==> src/sgp_divsqrt.sv <==
// ----------------------------------------------------------------------------
// sgp_divsqrt
// bit-serial integer square root and truncating quotient unit
// ----------------------------------------------------------------------------
`default_nettype none
module sgp_divsqrt (
  input  wire logic        clk,
  input  wire logic        rst_n,
  input  wire logic        sq_start,
  input  wire logic [63:0] sq_n,
  input  wire logic        dv_start,
  input  wire logic [63:0] dv_num,
  input  wire logic [63:0] dv_den,
  output logic             done,
  output logic [63:0]      result
);
  logic [63:0] rem_r, rem_nxt, res_r, res_nxt, bit_r, bit_nxt, den_r;
  logic [6:0]  cnt_r, cnt_nxt;
  logic        sq_r, sq_nxt, run_r, run_nxt, done_nxt;
  logic [64:0] trial;

  always_comb begin
    rem_nxt = rem_r; res_nxt = res_r; bit_nxt = bit_r; cnt_nxt = cnt_r;
    sq_nxt = sq_r; run_nxt = run_r; done_nxt = 1'b0; trial = '0;
    if (sq_start) begin
      rem_nxt = sq_n; res_nxt = '0; bit_nxt = 64'd1 << 62; cnt_nxt = 7'd32;
      sq_nxt = 1'b1; run_nxt = 1'b1;
    end else if (dv_start) begin
      rem_nxt = '0; res_nxt = dv_num; cnt_nxt = 7'd64; sq_nxt = 1'b0; run_nxt = 1'b1;
    end else if (run_r) begin
      if (sq_r) begin
        if (rem_r >= res_r + bit_r) begin
          rem_nxt = rem_r - (res_r + bit_r);
          res_nxt = (res_r >> 1) + bit_r;
        end else begin
          res_nxt = res_r >> 1;
        end
        bit_nxt = bit_r >> 2;
      end else begin
        trial = {rem_r, res_r[63]};
        if (trial >= {1'b0, den_r}) begin
          rem_nxt = 64'(trial - {1'b0, den_r});
          res_nxt = {res_r[62:0], 1'b1};
        end else begin
          rem_nxt = trial[63:0];
          res_nxt = {res_r[62:0], 1'b0};
        end
      end
      cnt_nxt = cnt_r - 7'd1;
      if (cnt_r == 7'd1) begin
        run_nxt = 1'b0; done_nxt = 1'b1;
      end
    end
  end

  always_ff @(posedge clk) begin
    if (!rst_n) begin
      run_r <= 1'b0; done <= 1'b0; sq_r <= 1'b0; cnt_r <= '0;
    end else begin
      run_r <= run_nxt; done <= done_nxt; sq_r <= sq_nxt; cnt_r <= cnt_nxt;
    end
    rem_r <= rem_nxt; res_r <= res_nxt; bit_r <= bit_nxt;
    if (dv_start) den_r <= dv_den;
  end

  assign result = res_r;
endmodule
`default_nettype wire

==> config.mk <==
export PLATFORM = sky130hd
export DESIGN_NAME = sgp_divsqrt
export DESIGN_NICKNAME = d
export VERILOG_FILES = /design/src/sgp_divsqrt.sv
export SDC_FILE = /design/constraint.sdc
export NUM_CORES = 1
export LEC_CHECK = 0
export BUFFER_PORTS_ARGS = -buffer_cell sky130_fd_sc_hd__buf_4
export CORE_ASPECT_RATIO = 0.75
export CORE_MARGIN = 4
export CORE_UTILIZATION = 25
export DETAILED_ROUTE_END_ITERATION = 10
export GPL_TIMING_DRIVEN = 0
export PLACE_DENSITY = 0.38
export SLEW_MARGIN = 20
export SYNTH_ARGS = -nofsm -noshare
export SYNTH_HDL_FRONTEND = slang
export SYNTH_SLANG_ARGS = --single-unit
==> constraint.sdc <==
create_clock -name clk -period 15 [get_ports clk]
set_clock_uncertainty 0.05 [all_clocks]
set_input_delay 0.75 -clock clk [delete_from_list [all_inputs] [get_ports clk]]
set_output_delay 0.75 -clock clk [all_outputs]
set_load 0.01 [all_outputs]
=== Word-level counts from Yosys, hierarchy flattened ===
Cells that the tools add are included.

* Bits in read-only memories: 0
* Word-level logic and storage cells: 51
* Register bits after elaboration: 234
* Memories kept: 0
* Latch bits: 0
* RAM bits: 0
* Output and inout bits: 65

* Shift-type cells: 0
* Multiplexer cells: 21
* Div/mod/pow operators: 0
* Magnitude comparators: 2
* Bitwise logic cells: 3
* Equality and inequality tests: 2
* Multiply operators: 0
* $add $sub $neg: 5
* Reduce and logical (&&, ||, !) cells: 8

{| class="wikitable"
|+ Operators with widths
! kind !! number
|-
| $mux W64 || 10
|-
| $sub A64 B64 Y64 || 2
|-
| $ge A65 B64 Y1 || 1
|-
| $add A63 B63 Y64 || 1
|-
| $add A64 B63 Y64 || 1
|-
| $ge A64 B64 Y1 || 1
|-
| $mux W7 || 2
|-
| $mux W1 || 8
|-
| $eq A7 B1 Y1 const B || 1
|-
| $sub A7 B1 Y7 const B || 1
|-
| $mux W6 || 1
|-
| $ne A4 B3 Y1 const B || 1
|-
| $reduce_bool A2 Y1 || 2
|-
| $reduce_or A4 Y1 || 1
|-
| $not A1 Y1 || 3
|-
| $reduce_and A3 Y1 || 1
|-
| $reduce_bool A3 Y1 || 1
|-
| $reduce_or A3 Y1 || 1
|-
| $reduce_and A2 Y1 || 1
|-
| $reduce_or A2 Y1 || 1
|}

=== Longest topological paths before layout ===
Gate-level depths: netlist of the first run.

* Depth in word-level cells: 7
* Depth in mapped cells: 29

=== Least setup slack after synthesis of the first run ===
Ideal clock, no wire load.

* Path type: register to register
* Start point: register res_r[0] (netlist: result[0])
* End point: register rem_r[0], enable pin
* Library setup time: 0.507 ns
* Cell stages (with the launch flop): 24
* Buffers on the path: 2
* Period minus slack after synthesis: 8.337 ns
* Data arrival time: 7.780 ns
* Slack: 6.663 ns
* Path through: dfxtp_1 > ha_1 > ha_1 > a21o_1 > a31oi_1 > o21ai_0 > a221o_1 > a21oi_1 > a21o_1 > o31ai_1 > a31oi_1 > o21ai_0 > and2_1 > xnor2_1 > ha_1 > and3_1 > nand2_1 > nor4_1 > o211a_1 > o31ai_1 > a21o_1 > buf_4 > buf_4 > a21oi_1

* Longest elaborated chain between the ends: 4

{| class="wikitable"
|+ Ends and longest elaborated chain
! element !! line !! text
|-
| start, declared || 17 || <nowiki>logic [63:0] rem_r, rem_nxt, res_r, res_nxt, bit_r, bit_nxt, den_r;</nowiki>
|-
| start signal, assigned || 62 || <nowiki>rem_r <= rem_nxt; res_r <= res_nxt; bit_r <= bit_nxt;</nowiki>
|-
| $add A64 B63 Y64 || 32 || <nowiki>if (rem_r >= res_r + bit_r) begin</nowiki>
|-
| $ge A64 B64 Y1 || 32 ||
|-
| $ne A4 B3 Y1 (no line) || -- ||
|-
| $reduce_and A2 Y1 (no line) || -- ||
|-
| end signal, assigned || 62 ||
|-
| end, declared || 17 ||
|}

No other way between the ends.
A chain may end at the register's enable or synchronous reset.

=== Final worst setup path of the first run ===
* Start point: register res_r[2] (netlist: result[2])
* End point: register rem_r[57], enable pin

Same word-level chain as after synthesis.

==> results.txt, run 1 <==
The flow ran to the end, and the final reports show no timing, DRC or antenna violations. The tools report the total iterations of the first detailed-routing run as 6. The count of cells along the worst hold path works out to 1. Among all flip-flop cells after synthesis, the most frequent one is sky130_fd_sc_hd__edfxtp_1. The tools report the final instance count without filler cells as 4,609. The worst-case reg-to-reg path depth is 24.

Sequential elements use 25.6% of the synthesized area. Each instance of the synthesized netlist takes up on average 7.63 sq um. The routed layout has 25.3k vias. The minimum clock period came out at 8.35 ns. The count of state elements after synthesis is 234. In the final timing run, aggregate negative setup slack is 0 ns. The average wire per standard cell works out to 27.3 um.

The number of max-slew violations in the final report is 0, and the number of I/O port buffers is 260. Hold repair after CTS inserted 0 buffers. The placer's final routability congestion estimate came out at 0.935.

The routed wire length was 126 mm. For this run the aggregate overflow at the end of global routing stands at 0. The count of endpoints failing setup in the final report was 0; the slew at the pin closest to its max-slew limit was 1.32 ns.

Power spread over the standard cell area amounts to 127 mW/mm^2. TritonCTS built the clock tree. For the number of max-cap violations, the log shows 0.

The proportion of register bits with asynchronous set or reset after synthesis is 0%, and the clock transition at the registers of the reported paths is 0.06 ns. Static timing analysis puts the maximum clock frequency at 120 MHz. For this run, design rule violations remaining after detail routing come to 0.

For hold timing, the worst endpoint is den_r[7]$_DFFE_PP_. The capturing element type of the critical path is a flop. The number of clock sinks seen by CTS came out at 234. In this run the register-to-register setup slack is 6.65 ns. The critical register-to-register path startpoint is result[2]$_SDFFE_PP0P_.

The cell at the root of the clock tree was sky130_fd_sc_hd__clkbuf_16. Counting the buffers created by CTS gives 34. The mapped cell area is 0.0233 sq mm, and the headroom to the max-slew limit is 11.9%. Data on the critical path is required at its endpoint by 15.20 ns. The maximum count of clock buffers along a single path was 3; the number of warnings reported in the yosys synthesis log was 0. The first global-routing pass estimated 176 mm of wire.

The source of the worst hold timing path is dv_den[7]. From synthesis to final layout, the design area changed by 20.5%. In this run, the number of DRC markers left after iteration 0 of detailed routing was 2,450. The buffers inserted during post-CTS setup optimization was 0; the maximum VDD drop was 70.0 uV. Dividing the detail-routed via count by the number of cells gives 5.49.

STA classifies the critical path startpoint as a flop. Pin placement for this block handled 261 I/O pins. In this run the worst hold path is classified as in2reg. The number of enable-type register cells in the synthesized netlist is 128.

The number of global-route vias before repair was 24.7k. The initialized floorplan defines 96 standard-cell rows. Setup repair after global routing left no endpoint under its margin. Of the cells placed in the final design, the portion with a size suffix greater than 1 is 12.0%. For this configuration, the core starts out at a cell density of 25.3%.

The initial antenna violation count was 8. The wire-length estimate of the detail-placed layout is 101 mm. Summed over all cells, the static leakage comes to 0.0112 uW.

The biggest fanout along the worst timing path came out at 20. The die covers 0.0981 sq mm. The endpoint identified for the worst register-to-register timing path is rem_r[57]$_DFFE_PP_. The clock network latency to the later pin of the worst-skew pair is 0.58 ns, and the final-report hold violation count is 0. The worst path uses 55.6% of the clock period. The die extent in y works out to 272 um. Across every metal layer, demand over resource in global routing totals 24.4%.

The worst setup path is of the reg2reg kind. The post-synthesis cell count is 3,051. The number of nets in the finished design is 3,745, and the final core area utilization is 30.5%. The number of nets with antenna violations after routing is 0, and the number of distinct standard cells referenced by the synthesized netlist is 89. The floorplan step defined a core boundary enclosing 0.0919 sq mm. The filler cells instantiated in the layout total 10.1k. The number of cells in the design after placement was 4,540. At the worst endpoint, the arrival time is 8.55 ns. The horizontal extent of the die came out at 360 um. The pin count of the biggest net entering global routing was 68. Counting every net in the synthesized netlist gives 3,445. For the depth of the CTS H-tree, the log shows 2. The count of instances resized after the clock tree is built is 0.
worst max path at each step:
stage | slack [ns] | end | start
after floorplan | 6.66 | rem_r[0]$_DFFE_PP_ | result[0]$_SDFFE_PP0P_
after global placement | 2.30 | rem_r[57]$_DFFE_PP_ | result[0]$_SDFFE_PP0P_
after detailed placement | 6.87 | rem_r[57]$_DFFE_PP_ | result[2]$_SDFFE_PP0P_
after CTS | 6.79 | rem_r[57]$_DFFE_PP_ | result[2]$_SDFFE_PP0P_
after global routing | 6.18 | rem_r[57]$_DFFE_PP_ | result[2]$_SDFFE_PP0P_
final | 6.65 | rem_r[57]$_DFFE_PP_ | result[2]$_SDFFE_PP0P_
cell usage after synthesis, types with 8 or more instances:
cell                         n  area (sq um)
sky130_fd_sc_hd__o211ai_1   29           218
sky130_fd_sc_hd__or4_1       9          67.6
sky130_fd_sc_hd__o21bai_1   52           390
sky130_fd_sc_hd__o22ai_1     8          50.1
sky130_fd_sc_hd__a311oi_1   11          96.3
sky130_fd_sc_hd__a22oi_1    18           135
sky130_fd_sc_hd__mux2i_1     8          80.1
sky130_fd_sc_hd__edfxtp_1  128          3840
sky130_fd_sc_hd__clkbuf_1  153           574
sky130_fd_sc_hd__a22o_1     27           236
sky130_fd_sc_hd__nor2_1    252           946
sky130_fd_sc_hd__nand4_1    75           469
sky130_fd_sc_hd__a211oi_1   79           593
sky130_fd_sc_hd__a221oi_1   17           149
sky130_fd_sc_hd__o221ai_1    8          70.1
sky130_fd_sc_hd__o31a_1      9          78.8
sky130_fd_sc_hd__buf_2      16          80.1
sky130_fd_sc_hd__o21a_1     16           120
sky130_fd_sc_hd__nand2b_1   15          93.8
sky130_fd_sc_hd__buf_1      16          60.1
sky130_fd_sc_hd__nand2_1   352          1320
sky130_fd_sc_hd__nor4_1     16           100
sky130_fd_sc_hd__nand3_1    41           205
sky130_fd_sc_hd__xor2_1    103           902
sky130_fd_sc_hd__or2_2       8          50.1
sky130_fd_sc_hd__a21o_1     78           586
sky130_fd_sc_hd__and2_1     14          87.6
sky130_fd_sc_hd__inv_1     151           567
sky130_fd_sc_hd__a21oi_1   317          1590
sky130_fd_sc_hd__or3_1      18           113
sky130_fd_sc_hd__a31oi_1    75           469
sky130_fd_sc_hd__nor2b_1    33           206
sky130_fd_sc_hd__o21ai_0   252          1260
sky130_fd_sc_hd__o31ai_1    24           180
sky130_fd_sc_hd__and3_1     17           106
sky130_fd_sc_hd__ha_1      196          2450
sky130_fd_sc_hd__nor3_1     42           210
sky130_fd_sc_hd__a31o_2     14           123
sky130_fd_sc_hd__dfxtp_1   106          2120
sky130_fd_sc_hd__xnor2_1   126          1100
cell type report:
class	count	area, sq um	area share, %
clock inverter	16	184	0.655
inverter	151	567	2.02
tap	1225	1530	5.46
timing repair buffer	264	2050	7.30
multi-input combinational	2476	16000	57.1
clock buffer	45	943	3.36
buffer	190	774	2.76
sequential	234	5970	21.3
antenna	8	20.0	0.0713
sequential cells by signal, summed over array words and instances, names as in the netlist:
name	cells
den_r	64
cnt_r	7
done	1
run_r	1
sq_r	1
rem_r	64
bit_r	32
result	64
metal layers:
metal	part of all wire (%)	vias to the layer above	global-route usage, %
li1	-	11875	-
met1	48	12446	35.2
met2	43	876	37.7
met3	6.9	120	4.49
met4	2.0	0	5.60
met5	0	-	0
critical path: stages, from the launching register on:
cell and delay, ns:
sky130_fd_sc_hd__dfxtp_1 0.50, sky130_fd_sc_hd__ha_1 0.33, sky130_fd_sc_hd__a31oi_1 0.44, sky130_fd_sc_hd__a211oi_1 0.22
sky130_fd_sc_hd__a211oi_1 0.53, sky130_fd_sc_hd__o211ai_2 0.26, sky130_fd_sc_hd__nand4_1 0.29, sky130_fd_sc_hd__a21oi_1 0.13
sky130_fd_sc_hd__a311oi_2 0.57, sky130_fd_sc_hd__o21ai_1 0.22, sky130_fd_sc_hd__xnor2_1 0.18, sky130_fd_sc_hd__ha_1 0.29
sky130_fd_sc_hd__clkbuf_1 0.26, sky130_fd_sc_hd__and3_1 0.33, sky130_fd_sc_hd__nand2_1 0.18, sky130_fd_sc_hd__nor4_1 0.63
sky130_fd_sc_hd__o211a_1 0.25, sky130_fd_sc_hd__o31ai_1 0.18, sky130_fd_sc_hd__a21o_1 0.38, sky130_fd_sc_hd__buf_4 0.28
sky130_fd_sc_hd__buf_4 0.23, sky130_fd_sc_hd__a21oi_4 0.58, sky130_fd_sc_hd__buf_16 0.25, sky130_fd_sc_hd__buf_16 0.19
sky130_fd_sc_hd__buf_16 0.19
report_power, final:
part | switching, uW | leakage (uW) | internal [uW]
clock | 352 | 0.000548 | 511
sequential | 103 | 0.00219 | 757
combinational | 1220 | 0.00842 | 622
total | 1680 | 0.0112 | 1890
kinds of logic (layout without fill, tap and decap cells):
family	after synthesis	in the layout	synth area share [%]
multiplexers	10	10	0.441
XOR/XNOR	229	229	8.61
adder cells (fa/ha/maj)	198	198	10.7
flip-flops	234	234	25.6
AO/OA/AOI/OAI	1126	1126	31.1
AND/OR/NAND/NOR	913	913	17.9
buffers and inverters	341	666	5.68
other	0	8	0
metrics by stage:
| step | instance area, sq um | total power [uW] | worst slack (ns) | hold slack [ns] |
|---|---|---|---|---|
| 2_1_floorplan | 23300 | 1980 | 6.66 | 0.390 |
| 3_3_place_gp | 26800 | 2670 | 2.30 | 0.421 |
| 3_5_place_dp | 26900 | 2670 | 6.87 | 0.421 |
| 4_1_cts | 28000 | 3550 | 6.79 | 0.263 |
| 5_1_grt | 28000 | 3770 | 6.18 | 0.276 |
| 6_report | 28100 | 3570 | 6.65 | 0.307 |
cell usage in the layout, fill, tap and decap left out, drive strengths merged, types with 9 or more instances in the layout:
| master | instances |
|---|---|
| or3 | 20 |
| o31ai | 25 |
| nand3 | 41 |
| inv | 152 |
| nor2 | 252 |
| or4 | 9 |
| xor2 | 103 |
| nor3 | 42 |
| a21o | 78 |
| buf | 300 |
| o22ai | 9 |
| o31a | 9 |
| xnor2 | 126 |
| or2 | 9 |
| and2 | 15 |
| a211oi | 79 |
| dfxtp | 106 |
| edfxtp | 128 |
| a22oi | 19 |
| o21a | 17 |
| nor4 | 17 |
| a21oi | 319 |
| o211ai | 30 |
| nor2b | 33 |
| a31oi | 76 |
| and3 | 17 |
| a22o | 27 |
| ha | 196 |
| nand2b | 15 |
| o21bai | 52 |
| a31o | 14 |
| nand4 | 75 |
| clkinv | 9 |
| nand2 | 352 |
| clkbuf | 199 |
| a311oi | 12 |
| o21ai | 259 |
| a221oi | 20 |
No activity file was read; power rests on OpenSTA's default activity.
==> run 2, diff against run 1 <==
Clock period 15 ns to 8.6 ns, I/O delays scaled along.
==> run 2 against run 1 <==
Design area grew 2.4%. Register-to-register slack got worse by 6.0 ns. Setup slack worse by 6.0 ns. Fmax is 5.0% higher.
==> results.txt, run 2 (synthesized netlist as in run 1, its figures left out) <==
For this run, the number of standard cells in the final layout without fillers is 4,673. Before antenna repair, the detailed router went through 6 iterations. For this configuration, the core starts out at a cell density of 25.3%. The logs give 0 for the number of max-slew violations in the final report and 2,546 for the number of DRC violations after detailed-routing iteration 0.

The clock net in this run drives a total of 234 sinks. Part of the cycle the worst path needs: 92.5%. The critical path goes through ha_1, a31oi_1, a211oi_1, a211oi_1, o211ai_2, nand4_1, a21oi_1, a311oi_2, o21ai_1, a21oi_1, o21bai_1, a31oi_1, xnor2_1, ha_1, clkbuf_1, nor2_1, a21oi_1, clkbuf_1, clkbuf_1, o211ai_1, a211oi_1. For this run, the slowest stage of the critical path takes 0.78 ns. Max-cap violations in this run came to 0. Counting tap cells, the placed design contains a total of 4,540 instances.

The clock transition at the registers of the reported paths was 0.07 ns; the minimum clock period was 7.95 ns. Dividing the detail-routed wire length by the instance count gives 26.9 um. The clock buffer count from CTS was 34; the depth of the CTS H-tree was 2. The remaining routing DRC violations was 0. The worst setup path is captured at a flop.

Entering global routing, the biggest net connects 68 pins. The slew at the pin closest to its max-slew limit was 1.24 ns. Setup repair after global routing left no endpoint under its margin. The arrival time of data at the critical path endpoint came out at 8.39 ns. The tools report the global route total overflow as 0. The number of nets in the finished design was 3,812. The die extent in y came out at 272 um. For the half-perimeter wire length of the detailed placement result, the log shows 101 mm.

Using the TritonRoute via totals, the vias-per-cell ratio works out to 5.50. The worst setup path is launched from a flop. The tree is rooted in a sky130_fd_sc_hd__clkbuf_16. The biggest fanout along the worst timing path works out to 10. The count of filler cells inserted in the layout came out at 10.1k. The class of the tightest hold or removal check is in2reg. Leaving out fill and tap cells, the most frequent cells in the layout are sky130_fd_sc_hd__nand2_1 (352), sky130_fd_sc_hd__a21oi_1 (316), sky130_fd_sc_hd__buf_4 (266).

Leaving out fill and tap cells, the most frequent cell in the layout is sky130_fd_sc_hd__nand2_1. Based on the critical path, the design can be clocked at up to 126 MHz. The logs give 0 for the final-report hold violation count and 9.03 ns for the data required time at the worst endpoint. In this run the standard cell core region covers 0.0919 sq mm. The layout cell share with drive strength beyond 1 was 11.9%. The die covers 0.0981 sq mm. The congestion estimate from routability-driven global placement came to 0.935. The longest clock path from root to sink contains 3 buffers. The final core area utilization came out at 31.3%. The number of buffers and inverters on the critical path is 3. The flow ran to the end, and the final reports show no timing, DRC or antenna violations. Once detail routing completed, the nets flagged for antenna violations numbered 0. The classification of the worst setup path is reg2reg. For this run, the total global-route usage over all layers was measured as 24.5%.

The category of cells accounting for the largest share of critical-path delay is compound AO/OA/AOI/OAI gates. The horizontal extent of the die was 360 um. TritonCTS built the clock tree. The first global-routing pass estimated 177 mm of wire.

The tools report the number of global-route vias before repair as 24.9k. The largest individual stage delay along the critical path comes from the cell sky130_fd_sc_hd__clkbuf_1. The logs give 126 mm for the routed wire length and 96 for the number of placement rows. The routed layout has 25.7k vias. Setup violations remaining at the end of the flow were counted as 0. For the initial antenna violation count, the log shows 8. The static leakage was 0.0114 uW. The number of I/O port buffers works out to 260. During I/O placement, the number of pins put on the boundary was 261. The total power of the final layout was 6240 uW. Across the VDD grid, the largest voltage drop is 122 uV. The tightest hold path in the finished design has a slack of 0.0441 ns. The area growth from synthesis to layout is 23.4%.

The ratio of total power to cell area came out at 217 mW/mm^2. The clock network latency to the later pin of the worst-skew pair was 0.58 ns; the headroom to the max-slew limit was 17.2%.
==> run 2: metal layers <==
layer / vias to the layer above / GRT usage (%) / wire length, um
li1: 12009 / - / -
met3: 122 / 4.45 / 8820
met4: 0 / 5.60 / 2530
met5: - / 0 / 0
met1: 12614 / 35.3 / 59800
met2: 941 / 37.8 / 54500
==> run 2: per-stage QoR <==
step           setup TNS, ns  setup WS, ns  area [sq um]
6_report                   0         0.648         28700
4_1_cts                    0         0.392         28700
2_1_floorplan              0         0.263         23300
5_1_grt                    0        0.0887         28700
3_5_place_dp               0         0.473         26900
3_3_place_gp         -261.18         -4.10         26800
==> run 2: report_power, final <==
part	internal (uW)	total (uW)	switching (uW)
Combinational	1110	3230	2130
Clock	892	1500	613
Sequential	1320	1500	179
Total	3320	6240	2920
==> run 2: final cells by class <==
type | count | area, sq um | area share, %
Antenna cell | 5 | 12.5 | 0.0436
Tap cell | 1225 | 1530 | 5.34
Multi-Input combinational cell | 2476 | 16000 | 55.8
Sequential cell | 234 | 5970 | 20.8
Inverter | 151 | 567 | 1.97
Clock inverter | 16 | 184 | 0.640
Clock buffer | 45 | 943 | 3.28
Buffer | 190 | 774 | 2.70
Timing Repair Buffer | 331 | 2720 | 9.45
==> run 2: worst register-to-register path, stage by stage, from the launching register on <==
cell,delay [ns]
sky130_fd_sc_hd__dfxtp_1,0.50
sky130_fd_sc_hd__ha_1,0.33
sky130_fd_sc_hd__a31oi_1,0.44
sky130_fd_sc_hd__a211oi_1,0.22
sky130_fd_sc_hd__a211oi_1,0.50
sky130_fd_sc_hd__o211ai_2,0.26
sky130_fd_sc_hd__nand4_1,0.28
sky130_fd_sc_hd__a21oi_1,0.12
sky130_fd_sc_hd__a311oi_2,0.57
sky130_fd_sc_hd__o21ai_1,0.23
sky130_fd_sc_hd__a21oi_1,0.30
sky130_fd_sc_hd__o21bai_1,0.14
sky130_fd_sc_hd__a31oi_1,0.34
sky130_fd_sc_hd__xnor2_1,0.11
sky130_fd_sc_hd__ha_1,0.27
sky130_fd_sc_hd__clkbuf_1,0.63
sky130_fd_sc_hd__nor2_1,0.33
sky130_fd_sc_hd__a21oi_1,0.23
sky130_fd_sc_hd__clkbuf_1,0.76
sky130_fd_sc_hd__clkbuf_1,0.78
sky130_fd_sc_hd__o211ai_1,0.22
sky130_fd_sc_hd__a211oi_1,0.25
==> run 2: worst paths after layout <==
path	endpoint	depth (start not counted)	slack (ns)	startpoint
setup / recovery	result[22]$_SDFFE_PP0P_	21	0.65	result[2]$_SDFFE_PP0P_
hold / removal	result[52]$_SDFFE_PP0P_	3	0.04	dv_num[52]
setup reg to reg	result[22]$_SDFFE_PP0P_	21	0.65	result[2]$_SDFFE_PP0P_
hold reg to reg	done$_SDFF_PP0_	1	0.43	cnt_r[6]$_SDFFE_PP0P_
==> run 2: repair_timing <==
action                     in CTS  in global routing
gates resized for setup         0                  1
hold endpoints to repair       65                  0
hold buffers                   65                  0
setup buffers                   0                  2
setup endpoints to repair       0                 26
